## src/design/qbvs_ram.sv

```systemverilog
// ----------------------------------------------------------------------------
// qbvs_ram
// Generic single write, single read RAM with registered read data.
// ----------------------------------------------------------------------------
module qbvs_ram #(
  parameter int WIDTH = 16,
  parameter int DEPTH = 32
) (
  input  logic                     clk,
  input  logic                     we,
  input  logic [$clog2(DEPTH)-1:0] waddr,
  input  logic [WIDTH-1:0]         wdata,
  input  logic [$clog2(DEPTH)-1:0] raddr,
  output logic [WIDTH-1:0]         rdata
);

  logic [WIDTH-1:0] mem [DEPTH];

  always_ff @(posedge clk) begin
    if (we) begin
      mem[waddr] <= wdata;
    end
    rdata <= mem[raddr];
  end

endmodule
```

## config.mk

```make
export PLATFORM = sky130hd
export DESIGN_NAME = qbvs_ram
export DESIGN_NICKNAME = d
export VERILOG_FILES = /design/src/design/qbvs_ram.sv
export SDC_FILE = /design/constraint.sdc
export NUM_CORES = 1
export LEC_CHECK = 0
export BUFFER_PORTS_ARGS = -buffer_cell sky130_fd_sc_hd__buf_2
export CAP_MARGIN = 20
export CORE_MARGIN = 2
export CORE_UTILIZATION = 55
export DETAILED_ROUTE_END_ITERATION = 7
export PLACE_DENSITY = 0.82
export SLEW_MARGIN = 20
export SYNTH_ARGS = -nofsm -noshare
export SYNTH_HDL_FRONTEND = slang
export SYNTH_SLANG_ARGS = --single-unit
```

## constraint.sdc

```tcl
create_clock -name clk -period 2.8 [get_ports clk]
set_input_delay 0.56 -clock clk [delete_from_list [all_inputs] [get_ports clk]]
set_output_delay 0.56 -clock clk [all_outputs]
set_load 0.03 [all_outputs]
```

==> run summary <==
status - completed
Reg area - 0.0157 mm^2
drt pass-1 iters - 6
via count - 11,200
minimum clock period - 1.95 ns
CTS H-tree lvls - 2
global-route wire length before repair - 69,800 um
Worst VDD drop - 0.455 mV
Detail Route Antenna Nets - 0
Multi-input gate area - 0.00432 mm^2
Setup Viol. Count Final - 0
Top FF cell, synth - edfxtp_1
top cell family by delay on the critical path - buffers and inverters
antenna violations before repair - 0
Worst-path clk slew - 0.06 ns
Power, Total - 16,300 uW
largest net degree at the start of global routing - 54
row count - 70
RR Startpoint - mem[7][10]$_DFFE_PP_
number of synthesized register bits - 528
Levels on crit path - 7
Worst EP arrival - 2.43 ns
reg2reg setup slack - 1.27 ns
worst path bufs/invs - 3
clock group share of total power - 40.2%
Layout area overhead - 12.1%
yosys warns - 0
DIE WIDTH - 197 um
HPWL Detailed - 27,900 um
Final Cell Area - 0.0230 mm^2
sequential share of power - 54.1%
number of max-cap violations - 0
crit-path max FO - 38
Reg2Reg Depth - 5
core area - 0.0367 mm^2
gr ovfl total - 0
Clock Latency Late Sink - 0.58 ns
FMAX - 0.513 GHz
leading area contributor after synthesis - edfxtp_1
Tot GR Track Use - 24.7%
most instantiated cells after synthesis - 512 x edfxtp_1, 256 x mux2i_1, 64 x a22oi_1
Setup TNS - 0 ns
hold wc startpoint - wdata[0]
Final Hold Violating Endpoints - 0
average vias per placed instance - 6.41
pins over their slew limit - 0
most common cell in the synthesized netlist - edfxtp_1
port bufs - 43
Max clock buf depth - 3
Avg Inst Size Synth - 18.0 um^2
NumNets Final - 1,264
root buf cell - clkbuf_16
Post-synth EDFFs - 512
CTS tree - built
Num CTS Buffers - 51
period utilization - 69.6%
Max transition margin - 40.1%
Final Util - 62.7%
Die H - 197 um
async set-reset flop share out of synthesis - 0%
sequential area share after synthesis - 76.4%
die area - 0.0389 mm^2
Mapped Cells - 1,143
combinational power share - 5.7%
cell area after placement - 0.0214 mm^2
n_diodes - 0
hold_buf cts - 0
CTS resizes - 0
CP max stage cell - buf_12
Sink Count - 528
cell area after synthesis - 0.0205 mm^2
switch share - 21.3%
DRC errors left - 0
CP Class - in2reg
synth top area cells - edfxtp_1 75%, mux2i_1 12%, a22oi_1 2.3%
unrepaired setup endpoints after global routing - no
clock skew - 0.0193 ns
NetSw - 3470 uW
Worst EP required - 3.28 ns
Pleak - 0.00813 uW
Yosys cell types - 26
Hold Path Sink - mem[3][0]$_DFFE_PP_
# Post-CTS Setup Buffers - 0
layout cells sized above 1 - 14.7%
post-synth top area share - 74.9%
crit path capture type - flip-flop
Worst R2R End - rdata[10]$_DFF_P_
Placement Setup Slack - 0.341 ns
Min-Delay Path Class - in2reg
Initial Util - 56.0%
worst slew pin tran - 0.898 ns
Int Power - 12,900 uW
PD cells - 710 mW/mm^2
CP peak stage delay - 0.33 ns
drt total wl - 47,800 um
num ports - 44
hold depth - 1
CP Cell Sequence - buf_8, buf_12, buf_4, mux2i_1, a22oi_1, nand4_1, nand3_1
startpoint type of the worst setup path - primary input
post-synth net total - 1,171
Placer Congestion - 0.883
Iter 0 DRT Violations - 1,422
Fillers - 2,443
fin worst setup slack - 0.853 ns
WL/cell - 27.4 um
vias in the first global route - 11,000
flip-flops by register name (all words and copies together) (netlist names):
name / flops
mem: 512
rdata: 16
power groups by stage:
| stage | Clock [uW] | Sequential, uW | Combinational [uW] |
|---|---|---|---|
| 3_3_place_gp | 0 | 8990 | 887 |
| 4_1_cts | 6630 | 8830 | 926 |
| 6_report | 6570 | 8840 | 937 |
| 3_5_place_dp | 0 | 9000 | 917 |
| 2_1_floorplan | 0 | 9040 | 494 |
| 5_1_grt | 6950 | 8840 | 981 |
final cells by class:
type,count,share of cell area [%]
Clock buffer,67,6.11
Clock inverter,25,0.859
Multi-Input combinational cell,548,18.8
Sequential cell,528,68.2
Tap cell,468,2.54
Timing Repair Buffer,107,3.55
how the worst max path moves through the flow:
stage | from | to
floorplan | waddr[1] | mem[12][0]$_DFFE_PP_
global placement | raddr[0] | rdata[10]$_DFF_P_
detailed placement | raddr[0] | rdata[10]$_DFF_P_
CTS | raddr[0] | rdata[10]$_DFF_P_
global route | raddr[0] | rdata[9]$_DFF_P_
finish | raddr[0] | rdata[10]$_DFF_P_
metal layers:
metal | share of wire (%) | global-route usage [%] | vias up | wire (um)
met1 | 38 | 34.4 | 5602 | 18100
met4 | 3.4 | 9.36 | 0 | 1610
met2 | 47 | 38.7 | 716 | 22700
li1 | - | - | 4746 | -
met5 | 0 | 0 | - | 0
met3 | 11 | 5.51 | 105 | 5430
worst register-to-register path, cell delays in order, from the launching register on:
cell,delay (ns)
edfxtp_1,0.37
mux2i_1,0.14
a22o_1,0.18
nor3_1,0.09
a31oi_1,0.35
nand3_1,0.22
cell families after synthesis:
kind of cell           count (synthesis)  synth area share, %
buffers and inverters                 67                 2.63
AOI/OAI and AO/OA                    144                 4.97
and+or+nand+nor                      148                 3.49
DFF                                  528                 76.4
muxes                                256                 12.5
metrics by stage:
| step | instances | hold slack (ns) |
|---|---|---|
| floorplan | 1143 | 0.553 |
| global placement | 1651 | 0.586 |
| detailed placement | 1651 | 0.604 |
| CTS | 1743 | 0.533 |
| global route | 1743 | 0.570 |
| finish | 1743 | 0.567 |
cell usage in the layout, fill, tap and decap left out, types with 5 or more instances in the layout:
cell type | synthesis | layout
clkbuf_16 | 0 | 51
a22oi_1 | 64 | 64
clkbuf_8 | 0 | 7
a31oi_1 | 16 | 16
clkinv_1 | 0 | 9
a22o_1 | 32 | 32
edfxtp_1 | 512 | 512
mux2i_1 | 256 | 256
nor2_1 | 33 | 33
a21oi_1 | 32 | 32
nand4_1 | 16 | 16
nand3b_1 | 5 | 5
dfxtp_1 | 16 | 16
clkbuf_1 | 12 | 9
nand2_1 | 33 | 33
nand3_1 | 34 | 34
nor3_1 | 16 | 16
buf_12 | 5 | 9
buf_2 | 19 | 42
buf_4 | 19 | 55
clkinv_2 | 0 | 10
No activity file was read; power rests on OpenSTA's default activity.
